==> src/rtl/betq_pkg.sv <==
// Shared types and constants for the bulk endpoint transfer queue.
package betq_pkg;

  localparam logic [3:0] REQ_TX_SUBMIT   = 4'd0;
  localparam logic [3:0] REQ_RX_ARM      = 4'd1;
  localparam logic [3:0] REQ_IN_SENT     = 4'd2;
  localparam logic [3:0] REQ_OUT_RCVD    = 4'd3;
  localparam logic [3:0] REQ_STALL_IN    = 4'd4;
  localparam logic [3:0] REQ_STALL_OUT   = 4'd5;
  localparam logic [3:0] REQ_FLUSH       = 4'd6;
  localparam logic [3:0] REQ_CLR_HALT_IN = 4'd7;
  localparam logic [3:0] REQ_CLR_HALT_OUT = 4'd8;

  localparam logic [1:0] RESP_NONE  = 2'd0;
  localparam logic [1:0] RESP_NAK   = 2'd1;
  localparam logic [1:0] RESP_ACK   = 2'd2;
  localparam logic [1:0] RESP_STALL = 2'd3;

  localparam logic [10:0] MPL_RESET = 11'd512;
  localparam logic [10:0] MPL_MIN   = 11'd8;
  localparam logic [10:0] MPL_MAX   = 11'd1024;

  typedef struct packed {
    logic [3:0]  req_type;
    logic [31:0] buf_addr;
    logic [23:0] xfer_len;
    logic [10:0] rx_len;
    logic        toggle_match;
  } req_item_t;

  typedef struct packed {
    logic        tx_program;
    logic [31:0] tx_dma_addr;
    logic [10:0] tx_pkt_len;
    logic [1:0]  tx_response;
    logic        rx_program;
    logic [31:0] rx_dma_addr;
    logic [1:0]  rx_response;
    logic        rx_done;
    logic [31:0] rx_done_buf;
    logic [24:0] rx_done_count;
    logic        tx_done;
    logic        accepted;
  } rsp_item_t;

  typedef struct packed {
    logic push;
    logic pop;
    logic clear;
    logic set_done;
  } queue_cmd_t;

endpackage

==> src/rtl/betq_if.sv <==
// Valid/ready channel interfaces for request and result beats.
interface betq_req_if;
  import betq_pkg::*;
  logic      valid;
  logic      ready;
  req_item_t data;
  modport source(output valid, output data, input ready);
  modport sink(input valid, input data, output ready);
endinterface

interface betq_rsp_if;
  import betq_pkg::*;
  logic      valid;
  logic      ready;
  rsp_item_t data;
  modport source(output valid, output data, input ready);
  modport sink(input valid, input data, output ready);
endinterface

==> src/rtl/betq_queue.sv <==
// Shifting buffer queue: head always sits in entry 0.
module betq_queue #(
  parameter int DEPTH    = 2,
  parameter int LEN_BITS = 24
) (
  input  logic                           clk,
  input  logic                           rst,
  input  betq_pkg::queue_cmd_t           cmd,
  input  logic [31:0]                    push_addr,
  input  logic [LEN_BITS-1:0]            push_len,
  input  logic [LEN_BITS:0]              done_val,
  output logic [$clog2(DEPTH+1)-1:0]     count,
  output logic [31:0]                    head_addr,
  output logic [LEN_BITS-1:0]            head_len,
  output logic [LEN_BITS:0]              head_done,
  output logic [31:0]                    next_addr,
  output logic [LEN_BITS-1:0]            next_len,
  output logic [LEN_BITS:0]              next_done
);
  import betq_pkg::*;

  localparam int CW = $clog2(DEPTH + 1);

  logic [31:0]         e_addr [DEPTH];
  logic [LEN_BITS-1:0] e_len  [DEPTH];
  logic [LEN_BITS:0]   e_done [DEPTH];

  for (genvar i = 0; i < DEPTH; i++) begin : g_entry
    logic [31:0]         up_addr;
    logic [LEN_BITS-1:0] up_len;
    logic [LEN_BITS:0]   up_done;

    if (i < DEPTH - 1) begin : g_up
      assign up_addr = e_addr[i+1];
      assign up_len  = e_len[i+1];
      assign up_done = e_done[i+1];
    end else begin : g_top
      assign up_addr = e_addr[i];
      assign up_len  = e_len[i];
      assign up_done = e_done[i];
    end

    always_ff @(posedge clk) begin
      if (cmd.pop) begin
        e_addr[i] <= up_addr;
        e_len[i]  <= up_len;
        e_done[i] <= up_done;
      end else if (cmd.push && count == CW'(i)) begin
        e_addr[i] <= push_addr;
        e_len[i]  <= push_len;
        e_done[i] <= '0;
      end else if (cmd.set_done && i == 0) begin
        e_done[i] <= done_val;
      end
    end
  end

  always_ff @(posedge clk) begin
    if (rst) begin
      count <= '0;
    end else if (cmd.clear) begin
      count <= '0;
    end else if (cmd.push) begin
      count <= count + CW'(1);
    end else if (cmd.pop) begin
      count <= count - CW'(1);
    end
  end

  assign head_addr = e_addr[0];
  assign head_len  = e_len[0];
  assign head_done = e_done[0];
  assign next_addr = e_addr[1];
  assign next_len  = e_len[1];
  assign next_done = e_done[1];

endmodule

==> src/rtl/bulk_endpoint_transfer_queue.sv <==
// Top level: bulk IN/OUT transfer engine with per-direction buffer queues.
//
//   channel | dir | handshake     | beat
//   req     | in  | valid/ready   | one endpoint event
//   rsp     | out | valid/ready   | one result per event
//   cfg     | in  | cfg_we        | max_packet_len write
//
// An event is captured in an input register and resolved in one pass into the
// result register: one event per cycle while rsp is not stalling.
// The queue update (add and compare on the head entry) is done in that one pass.
// rsp stalls back up only through the two registers; req keeps flowing while
// the result register drains. Synchronous reset empties both queues.
module bulk_endpoint_transfer_queue #(
  parameter int QUEUE_DEPTH = 2,
  parameter int LEN_BITS    = 24
) (
  input  logic        clk,
  input  logic        rst,
  betq_req_if.sink    req,
  betq_rsp_if.source  rsp,
  input  logic        cfg_we,
  input  logic [10:0] cfg_wdata
);
  import betq_pkg::*;

  localparam int CW = $clog2(QUEUE_DEPTH + 1);
  localparam int DW = LEN_BITS + 1;

  logic [10:0] max_packet_len;
  logic [10:0] mpl;
  logic [10:0] current_piece_len;
  logic [10:0] piece_next;

  req_item_t in_q;
  logic      in_valid;
  rsp_item_t out_q;
  logic      out_valid;
  rsp_item_t res;
  logic      process;

  queue_cmd_t tx_cmd, rx_cmd, tx_cmd_en, rx_cmd_en;
  logic [DW-1:0] tx_done_val, rx_done_val;

  logic [CW-1:0]       tx_count, rx_count;
  logic [31:0]         tx_h_addr, tx_n_addr, rx_h_addr, rx_n_addr;
  logic [LEN_BITS-1:0] tx_h_len, tx_n_len, rx_h_len, rx_n_len;
  logic [DW-1:0]       tx_h_done, tx_n_done, rx_h_done, rx_n_done;

  logic [LEN_BITS-1:0] xlen;
  logic [DW-1:0]       tx_sum, rx_sum;

  // piece source select
  logic                send;
  logic [31:0]         src_addr;
  logic [LEN_BITS-1:0] src_len;
  logic [DW-1:0]       src_done;
  logic [DW-1:0]       rem;

  assign process   = in_valid && (!out_valid || rsp.ready);
  assign req.ready = !in_valid || process;
  assign rsp.valid = out_valid;
  assign rsp.data  = out_q;

  always_ff @(posedge clk) begin
    if (rst) begin
      max_packet_len <= MPL_RESET;
    end else if (cfg_we) begin
      max_packet_len <= cfg_wdata;
    end
  end

  assign mpl = (max_packet_len < MPL_MIN) ? MPL_MIN :
               (max_packet_len > MPL_MAX) ? MPL_MAX : max_packet_len;

  always_ff @(posedge clk) begin
    if (rst) begin
      in_valid <= 1'b0;
    end else if (req.ready) begin
      in_valid <= req.valid;
    end
  end

  always_ff @(posedge clk) begin
    if (req.valid && req.ready) begin
      in_q <= req.data;
    end
  end

  assign xlen   = LEN_BITS'(in_q.xfer_len);
  assign tx_sum = tx_h_done + DW'(current_piece_len);
  assign rx_sum = rx_h_done + DW'(in_q.rx_len);

  always_comb begin
    res         = '0;
    tx_cmd      = '0;
    rx_cmd      = '0;
    tx_done_val = '0;
    rx_done_val = '0;
    send        = 1'b0;
    src_addr    = tx_h_addr;
    src_len     = tx_h_len;
    src_done    = tx_h_done;
    piece_next  = current_piece_len;

    case (in_q.req_type)
      REQ_TX_SUBMIT: begin
        if (tx_count != CW'(QUEUE_DEPTH)) begin
          tx_cmd.push  = 1'b1;
          res.accepted = 1'b1;
          if (tx_count == '0) begin
            send     = 1'b1;
            src_addr = in_q.buf_addr;
            src_len  = xlen;
            src_done = '0;
          end
        end
      end
      REQ_RX_ARM: begin
        if (rx_count != CW'(QUEUE_DEPTH)) begin
          rx_cmd.push  = 1'b1;
          res.accepted = 1'b1;
          if (rx_count == '0) begin
            res.rx_program  = 1'b1;
            res.rx_dma_addr = in_q.buf_addr;
            res.rx_response = RESP_ACK;
          end
        end
      end
      REQ_IN_SENT: begin
        res.tx_response = RESP_NAK;
        if (tx_count != '0) begin
          if (tx_sum < DW'(tx_h_len)) begin
            tx_cmd.set_done = 1'b1;
            tx_done_val     = tx_sum;
            send            = 1'b1;
            src_done        = tx_sum;
          end else begin
            tx_cmd.pop  = 1'b1;
            res.tx_done = 1'b1;
            if (tx_count > CW'(1)) begin
              send     = 1'b1;
              src_addr = tx_n_addr;
              src_len  = tx_n_len;
              src_done = tx_n_done;
            end
          end
        end
      end
      REQ_OUT_RCVD: begin
        if (!in_q.toggle_match) begin
          // wrong toggle: host retried a packet already taken
          res.rx_response = RESP_ACK;
        end else begin
          res.rx_response = RESP_NAK;
          if (rx_count != '0) begin
            if (rx_sum >= DW'(rx_h_len) || in_q.rx_len < mpl) begin
              rx_cmd.pop        = 1'b1;
              res.rx_done       = 1'b1;
              res.rx_done_buf   = rx_h_addr;
              res.rx_done_count = 25'(rx_sum);
              if (rx_count > CW'(1)) begin
                res.rx_program  = 1'b1;
                res.rx_dma_addr = rx_n_addr;
                res.rx_response = RESP_ACK;
              end
            end else begin
              rx_cmd.set_done = 1'b1;
              rx_done_val     = rx_sum;
              res.rx_program  = 1'b1;
              res.rx_dma_addr = rx_h_addr + 32'(rx_sum);
              res.rx_response = RESP_ACK;
            end
          end
        end
      end
      REQ_STALL_IN: begin
        tx_cmd.clear    = 1'b1;
        res.tx_response = RESP_STALL;
      end
      REQ_STALL_OUT: begin
        rx_cmd.clear    = 1'b1;
        res.rx_response = RESP_STALL;
      end
      REQ_FLUSH: begin
        tx_cmd.clear    = 1'b1;
        rx_cmd.clear    = 1'b1;
        piece_next      = '0;
        res.tx_response = RESP_NAK;
        res.rx_response = RESP_NAK;
      end
      REQ_CLR_HALT_IN: begin
        res.tx_response = RESP_NAK;
        if (tx_count != '0) begin
          tx_cmd.set_done = 1'b1;
          send            = 1'b1;
          src_done        = '0;
        end
      end
      REQ_CLR_HALT_OUT: begin
        res.rx_response = RESP_NAK;
        if (rx_count != '0) begin
          rx_cmd.set_done = 1'b1;
          res.rx_program  = 1'b1;
          res.rx_dma_addr = rx_h_addr;
          res.rx_response = RESP_ACK;
        end
      end
      default: begin
      end
    endcase

    // next IN piece: remaining bytes capped at the packet size
    rem = (src_done < DW'(src_len)) ? DW'(src_len) - src_done : '0;
    if (send) begin
      res.tx_program  = 1'b1;
      res.tx_dma_addr = src_addr + 32'(src_done);
      res.tx_pkt_len  = (rem > DW'(mpl)) ? mpl : 11'(rem);
      res.tx_response = RESP_ACK;
      piece_next      = res.tx_pkt_len;
    end
  end

  assign tx_cmd_en = process ? tx_cmd : '0;
  assign rx_cmd_en = process ? rx_cmd : '0;

  always_ff @(posedge clk) begin
    if (rst) begin
      current_piece_len <= '0;
    end else if (process) begin
      current_piece_len <= piece_next;
    end
  end

  always_ff @(posedge clk) begin
    if (rst) begin
      out_valid <= 1'b0;
    end else if (process) begin
      out_valid <= 1'b1;
    end else if (rsp.ready) begin
      out_valid <= 1'b0;
    end
  end

  always_ff @(posedge clk) begin
    if (process) begin
      out_q <= res;
    end
  end

  betq_queue #(
    .DEPTH    (QUEUE_DEPTH),
    .LEN_BITS (LEN_BITS)
  ) u_tx_queue (
    .clk       (clk),
    .rst       (rst),
    .cmd       (tx_cmd_en),
    .push_addr (in_q.buf_addr),
    .push_len  (xlen),
    .done_val  (tx_done_val),
    .count     (tx_count),
    .head_addr (tx_h_addr),
    .head_len  (tx_h_len),
    .head_done (tx_h_done),
    .next_addr (tx_n_addr),
    .next_len  (tx_n_len),
    .next_done (tx_n_done)
  );

  betq_queue #(
    .DEPTH    (QUEUE_DEPTH),
    .LEN_BITS (LEN_BITS)
  ) u_rx_queue (
    .clk       (clk),
    .rst       (rst),
    .cmd       (rx_cmd_en),
    .push_addr (in_q.buf_addr),
    .push_len  (xlen),
    .done_val  (rx_done_val),
    .count     (rx_count),
    .head_addr (rx_h_addr),
    .head_len  (rx_h_len),
    .head_done (rx_h_done),
    .next_addr (rx_n_addr),
    .next_len  (rx_n_len),
    .next_done (rx_n_done)
  );

endmodule

==> src/flat_wrapper.sv <==
// flat-port wrapper written by rule: the top's interface ports become plain ports
module bulk_endpoint_transfer_queue_flat import betq_pkg::*;
#(
  parameter int QUEUE_DEPTH = 2,
  parameter int LEN_BITS    = 24
)
  (clk, rst, cfg_we, cfg_wdata, req_valid, req_data, req_ready, rsp_valid, rsp_data, rsp_ready);
  betq_req_if req_i ();
  betq_rsp_if rsp_i ();
  input  logic clk;
  input  logic rst;
  input  logic cfg_we;
  input  logic [10:0] cfg_wdata;
  input wire logic [$bits(req_i.valid)-1:0] req_valid;
  input wire logic [$bits(req_i.data)-1:0] req_data;
  output wire logic [$bits(req_i.ready)-1:0] req_ready;
  output wire logic [$bits(rsp_i.valid)-1:0] rsp_valid;
  output wire logic [$bits(rsp_i.data)-1:0] rsp_data;
  input wire logic [$bits(rsp_i.ready)-1:0] rsp_ready;
  assign req_i.valid = req_valid;
  assign req_i.data = req_data;
  assign req_ready = req_i.ready;
  assign rsp_valid = rsp_i.valid;
  assign rsp_data = rsp_i.data;
  assign rsp_i.ready = rsp_ready;
  bulk_endpoint_transfer_queue #(.QUEUE_DEPTH(QUEUE_DEPTH), .LEN_BITS(LEN_BITS)) u_core (.clk(clk), .rst(rst), .req(req_i), .rsp(rsp_i), .cfg_we(cfg_we), .cfg_wdata(cfg_wdata));
endmodule
==> config.mk <==
export PLATFORM = sky130hd
export DESIGN_NAME = bulk_endpoint_transfer_queue_flat
export DESIGN_NICKNAME = d
export VERILOG_FILES = /design/src/rtl/betq_pkg.sv /design/src/rtl/betq_if.sv /design/src/rtl/betq_queue.sv /design/src/rtl/bulk_endpoint_transfer_queue.sv /design/src/flat_wrapper.sv
export SDC_FILE = /design/constraint.sdc
export NUM_CORES = 1
export LEC_CHECK = 0
export ABC_AREA = 1
export BUFFER_PORTS_ARGS = -buffer_cell sky130_fd_sc_hd__buf_2
export CORE_MARGIN = 2
export CORE_UTILIZATION = 50
export CTS_CLUSTER_DIAMETER = 60
export DETAILED_ROUTE_END_ITERATION = 8
export GPL_TIMING_DRIVEN = 0
export PLACE_DENSITY_LB_ADDON = 0.3
export SKIP_LAST_GASP = 1
export SLEW_MARGIN = 20
export SYNTH_ARGS = -nofsm -noshare
export SYNTH_HDL_FRONTEND = slang
export SYNTH_SLANG_ARGS = --single-unit
==> constraint.sdc <==
create_clock -name clk -period 12.6 [get_ports clk]
set_input_delay 0.63 -clock clk [delete_from_list [all_inputs] [get_ports clk]]
set_output_delay 0.63 -clock clk [all_outputs]
set_load 0.1 [all_outputs]
### Word level (Yosys, flattened, before mapping)

Memories as Yosys holds them, arrays and structs flattened.
Cells that the tools add are included.

* memory bits (writable): 324
* ROM bits: 0
* memories kept: 6
* word-level logic and storage cells: 221
* latch bits: 0
* output and inout port bits: 143
* register bits after elaboration: 241
* input port bits: 88

Memories
* u_core.u_rx_queue.e_addr: depth 2, bits a word 32, read ports 2, clocked after Yosys merged registers in 0, wr ports 2, RTL line betq_queue.sv:24 `logic [31:0] e_addr [DEPTH];`
* u_core.u_tx_queue.e_addr: depth 2, bits a word 32, read ports 2, clocked after Yosys merged registers in 0, wr ports 2, RTL line betq_queue.sv:24
* u_core.u_rx_queue.e_done: depth 2, bits a word 25, read ports 2, clocked after Yosys merged registers in 0, wr ports 2, RTL line betq_queue.sv:26 `logic [LEN_BITS:0] e_done [DEPTH];`
* u_core.u_tx_queue.e_done: depth 2, bits a word 25, read ports 2, clocked after Yosys merged registers in 0, wr ports 2, RTL line betq_queue.sv:26
* u_core.u_rx_queue.e_len: depth 2, bits a word 24, read ports 2, clocked after Yosys merged registers in 0, wr ports 2, RTL line betq_queue.sv:25 `logic [LEN_BITS-1:0] e_len [DEPTH];`
* u_core.u_tx_queue.e_len: depth 2, bits a word 24, read ports 2, clocked after Yosys merged registers in 0, wr ports 2, RTL line betq_queue.sv:25

* shift operators: 0
* bitwise logic cells: 14
* $mul: 0
* div/mod/pow operators: 0
* eq/ne operators: 12
* order comparisons: 9
* reductions and logical operators: 28
* $add $sub $neg: 9
* mux-type cells: 120

Operators with widths (number)
* 2-to-1 mux 25 bit: 20
* 2-to-1 mux 32 bit: 9
* 2-to-1 mux 24 bit: 9
* 2-to-1 mux 35 bit: 5
* case mux 33 bit (3 select lines): 1
* 2-to-1 mux 93 bit: 1
* case mux 25 bit (3 select lines): 1
* adder 32 x 25 -> 32 bit: 2
* case mux 32 bit (2 select lines): 1
* 2-to-1 mux 58 bit: 1
* 2-to-1 mux 11 bit: 5
* 2-to-1 mux 1 bit: 51
* adder 25 x 11 -> 25 bit: 2
* less-than comparator 25 x 24 -> 1 bit: 2
* case mux 24 bit (2 select lines): 1
* 2-to-1 mux 46 bit: 1
* 2-to-1 mux 33 bit: 1
* >= comparator 25 x 24 -> 1 bit: 1
* greater-than comparator 25 x 11 -> 1 bit: 1
* subtractor 24 x 25 -> 25 bit: 1
* == test 4 x 3 -> 1 bit, second input constant: 4
* bitwise OR 1 bit: 14
* nonzero test 2 bit: 6
* greater-than comparator 11 bit, second input constant: 1
* 26 further kinds: 51

### Logic depth before layout (Yosys ltp)

* word-level depth: 16
* depth in mapped cells: 66
* mapped depth without buffers: 64

### Hierarchy

From an unflattened synthesis, not the netlist that was laid out.

* cell total of the unflattened synthesis: 3642
* area total of the unflattened synthesis: 31422.6 µm²

By module, submodules not included
* bulk_endpoint_transfer_queue: seq. area each 6876.6 µm², area an instance 20254.4 µm², times used 1, cells an instance 2794
* betq_queue: seq. area each 4154.0 µm², area an instance 5584.1 µm², times used 2, cells an instance 424

### Worst setup path before layout

Ideal clock, no wire load.

* kind: reg-to-reg
* start point: reg u_core.in_q[3] in the netlist's numbering
* end point: mem u_core.u_rx_queue.e_addr[0][0] (enable)
* arrival: 8.266 ns
* required time: 12.053 ns
* setup time: 0.547 ns
* setup slack: 3.786 ns
* clock period less this slack: 8.814 ns
* cell stages (with the launch flop): 31
* path buffers: 1
* cell sequence: edfxtp_1 > ha_1 > nand3_1 > nand2_1 > a21oi_1 > o21bai_1 > a21oi_1 > o21bai_1 > a21oi_1 > o21bai_1 > nand3_1 > nand2_1 > and3_1 > nand4_1 > nor2_1 > and3_1 > nand3_1 > nor2_1 > xor2_1 > inv_1 > ha_1 > nand3_1 > nor2_1 > a41oi_1 > o211a_1 > nand2_2 > inv_2 > nor2_2 > nand2_1 > clkbuf_1 > o21ai_0

RTL lines
* start: declaration: RTL line bulk_endpoint_transfer_queue.sv:34 `req_item_t in_q;`
* start signal: assignment: RTL line bulk_endpoint_transfer_queue.sv:85 `in_q <= req.data;`
* end: declaration: RTL line betq_queue.sv:24

==> summary.md <==
| Metric | Value |
|---|---|
| Via count of the first global-routing pass | `23167` |
| Largest net degree at the start of global routing | `78` |
| R2R Path End | `u_core.rsp.data[100]` |
| Total GRT Usage | `30.2%` |
| Clock root cell | `clkbuf_16` |
| CP Max Fanout | `10` |
| Residual DRC count | `0` |
| DR pass1 iterations | `7` |
| Max Cap Viol | `0` |
| Reg2reg path depth | `60` |
| Synthesized area | `about 30000 sq um` |
| Avg WL per Cell | `about 21 um` |
| Initial antenna violation count | `3` |
| Final GP Congestion | `1.00` |
| RSZ-0062 raised after global routing | `false` |
| Area growth syn-to-layout | `15.3%` |
| Post-CTS sizing | `0` |
| FILL cells | `roughly 5000` |
| CP dominant cell by count | `nand2_1` |
| Minimum clock period after layout | `10.81 ns` |
| Reg2reg start | `u_core.u_tx_queue.e_done[0][0]` |
| Slew Viols, Final | `0` |
| CTS Buf Count | `58` |
| Cell taking the most area after synthesis | `edfxtp_1` |
| DR vias | `25146` |
| Worst-path clk slew | `~0.06 ns` |
| GRT busiest layer | `met2` |
| IO Count | `roughly 230` |
| Die footprint | `a little over 60000 sq um` |
| Netlist cell types | `58` |
| Data required, critical path | `approximately 13 ns` |
| Count leader, synth | `nand2_1` |
| Synth top area share | `49.5%` |
| IO Port Bufs | `230` |
| Post-CTS Setup Repair Bufs | `0` |
| Data arrival, critical path | `~11 ns` |
| Setup violations, final | `0` |
| Hold depth | `1` |
| Num rows | `between 80 and 90` |
| Final worst-path cycle share | `85.8%` |
| Max clock buf depth | `3` |
| Via-per-instance ratio | `around 5.7` |
| CP Capture Type | `register` |
| CORE AREA | `a little under 60000 sq um` |
| Setup slack, reg-to-reg | `about 1.8 ns` |
| Top post-synthesis cells by area | `edfxtp_1, nand2_1, ha_1` |
| Setup tns final | `0 ns` |
| GRT met3 Usage | `around 5.3%` |
| Commonest cells in the netlist | `nand2_1, edfxtp_1, inv_1` |
| Post-DRT Antenna Nets | `0` |
| Clock Sinks | `just over 500` |
| FFs w/ async S/R, synth | `0%` |
| Die width | `approximately 250 um` |
| P per Cell Area | `125 nW/um^2` |
| HP Start | `req_data[49]` |
| Crit-path slowest cell | `clkbuf_1` |
| Post-DP HPWL | `71200 um` |
| Setup WS pre-CTS | `approximately 2 ns` |
| Share of cells above drive strength 1 | `around an eighth` |
| Yosys warning count | `0` |
| # hold bufs at CTS | `0` |
| Type of the worst setup path | `reg -> reg` |
| Slew headroom | `11.2%` |
| Synth Flop Type | `edfxtp_1` |
| Post-Syn Instances | `between 3000 and 4000` |
| CTS tree | `built` |
| Routed WL | `between 90000 and 100000 um` |
| Crit-path max cell delay | `between 0.6 and 0.7 ns` |
| Number of flops mapped to enable cells by yosys | `487` |
| Max Clk Rate | `92.5 MHz` |
| Final worst clock skew | `approximately 0.027 ns` |
| Register bit count reported by yosys | `between 500 and 600` |
| Status | `finished clean` |
| CP Launch Type | `register` |
| Chip height | `between 200 and 250 um` |
| Slew at the pin closest to its max-slew limit | `1.32 ns` |
| Final Hold Viols | `0` |
| Total gr overflow | `0` |
| Met2 usage | `~46%` |
| Hold Crit Class | `in -> reg` |
| First-pass GRT wire length | `139000 um` |
| Hold EP | `u_core.in_q[49]` |
| Final setup margin | `about 1.8 ns` |
| Clock latency on the worst-skew pair | `0.64 ns` |
| Static Leak | `around 0.015 uW` |
| Max VDD drop | `0.113 mV` |
| Initial Util | `between 50% and 60%` |
| Sequential element share of the synthesized area | `between 50% and 60%` |
| Iteration-0 DRC count of the detailed router | `approximately 3100` |
| Maximum level of the CTS H-tree | `2` |
| GR Layer Usage met1 | `a little over two fifths` |
| Avg Cell Area, Syn | `9.09 sq um` |
| Nets | `roughly 3800` |
## through the flow
stage	power, uW	cells	cell area (sq um)	utilization, %	hold WS [ns]
2_1_floorplan	2330	3252	29600	-	0.469
3_3_place_gp	2480	4255	31700	54.0	0.492
3_5_place_dp	2480	4268	32000	54.5	0.494
4_1_cts	4290	4378	34100	58.1	0.141
5_1_grt	4400	4378	34100	58.1	0.153
6_report	4280	4382	34100	58.1	0.167
## registers in the layout (all words and copies together), names as in the netlist
| register | flops |
|---|---|
| u_core.current_piece_len | 11 |
| u_core.in_q | 48 |
| u_core.rsp.data | 141 |
| u_core.u_rx_queue.count | 2 |
| u_core.in_valid | 1 |
| u_core.max_packet_len | 11 |
| u_core.xlen | 24 |
| u_core.u_tx_queue.e_addr | 64 |
| u_core.u_tx_queue.count | 2 |
| u_core.u_rx_queue.e_len | 48 |
| u_core.u_tx_queue.e_len | 48 |
| u_core.u_rx_queue.e_done | 25 |
| u_core.u_tx_queue.e_done | 25 |
| u_core.rsp.valid | 1 |
| u_core.u_rx_queue.e_addr | 64 |
## layout make-up
cell class              count  area [sq um]  area share (%)
clock buffers              83          1730            5.08
repair buffers            243          1410            4.12
flip-flops and latches    515         15200            44.5
multi-input cells        2212         12400            36.5
clock inverters            27           357            1.05
well taps                 773           967            2.84
inverters                 418          1580            4.63
plain buffers             107           428            1.26
diodes                      4          10.0          0.0294
## power by group
part	internal, uW	total (uW)	switching (uW)
clock	1090	1820	733
sequential	1910	1950	41.9
combinational	121	507	386
## logic make-up after synthesis
group,after synthesis,share of synthesized area [%]
simple gates,1237,17.9
compound gates,723,14.2
buf+inv,525,6.76
flops,515,51.4
fa+ha+maj,175,7.53
xor+xnor,75,2.22
other cells,1,0.0127
## routing by layer
metal | part of all wire (%) | wire length [um]
met5 | 0.049 | 46
met3 | 9.7 | 9070
met2 | 44 | 41000
met1 | 42 | 38700
met4 | 4.7 | 4420
## how the worst max path moves through the flow
| stage | startpoint | to | cells past startpoint |
|---|---|---|---|
| after global routing | u_core.u_tx_queue.e_done[0][0] | u_core.rsp.data[100] | 60 |
| after detailed placement | u_core.u_tx_queue.e_done[0][0] | u_core.rsp.data[100] | 60 |
| after floorplan | u_core.in_q[3] | u_core.u_rx_queue.e_addr[0][0] | 30 |
| after global placement | u_core.in_q[3] | u_core.u_rx_queue.e_len[0][17] | 30 |
| after CTS | u_core.u_tx_queue.e_done[0][0] | u_core.rsp.data[100] | 60 |
| final | u_core.u_tx_queue.e_done[0][0] | u_core.rsp.data[100] | 60 |
## worst max-delay path: cells and delay by family, from the launching register on
kind / cells / cell delay, ns
simple gates: 30 / 3.95
buf+inv: 12 / 2.30
compound gates: 12 / 1.97
fa+ha+maj: 5 / 1.60
flops: 1 / 0.39
xor+xnor: 1 / 0.29
## placed cells by master (no fill, tap or decap), types with 12 or more instances in the layout
| cell | count |
|---|---|
| a211oi_1 | 12 |
| a21oi_1 | 246 |
| a221oi_1 | 30 |
| a22oi_1 | 63 |
| a31oi_1 | 31 |
| buf_2 | 239 |
| clkbuf_1 | 99 |
| clkbuf_16 | 63 |
| dfxtp_1 | 28 |
| edfxtp_1 | 487 |
| ha_1 | 170 |
| inv_1 | 401 |
| nand2_1 | 683 |
| nand2_2 | 26 |
| nand3_1 | 89 |
| nand3_2 | 19 |
| nand4_1 | 30 |
| nor2_1 | 314 |
| nor3_1 | 28 |
| o211ai_1 | 22 |
| o21ai_0 | 249 |
| o221ai_1 | 12 |
| xnor2_1 | 20 |
| xor2_1 | 55 |
No activity file was read; power rests on OpenSTA's default activity.
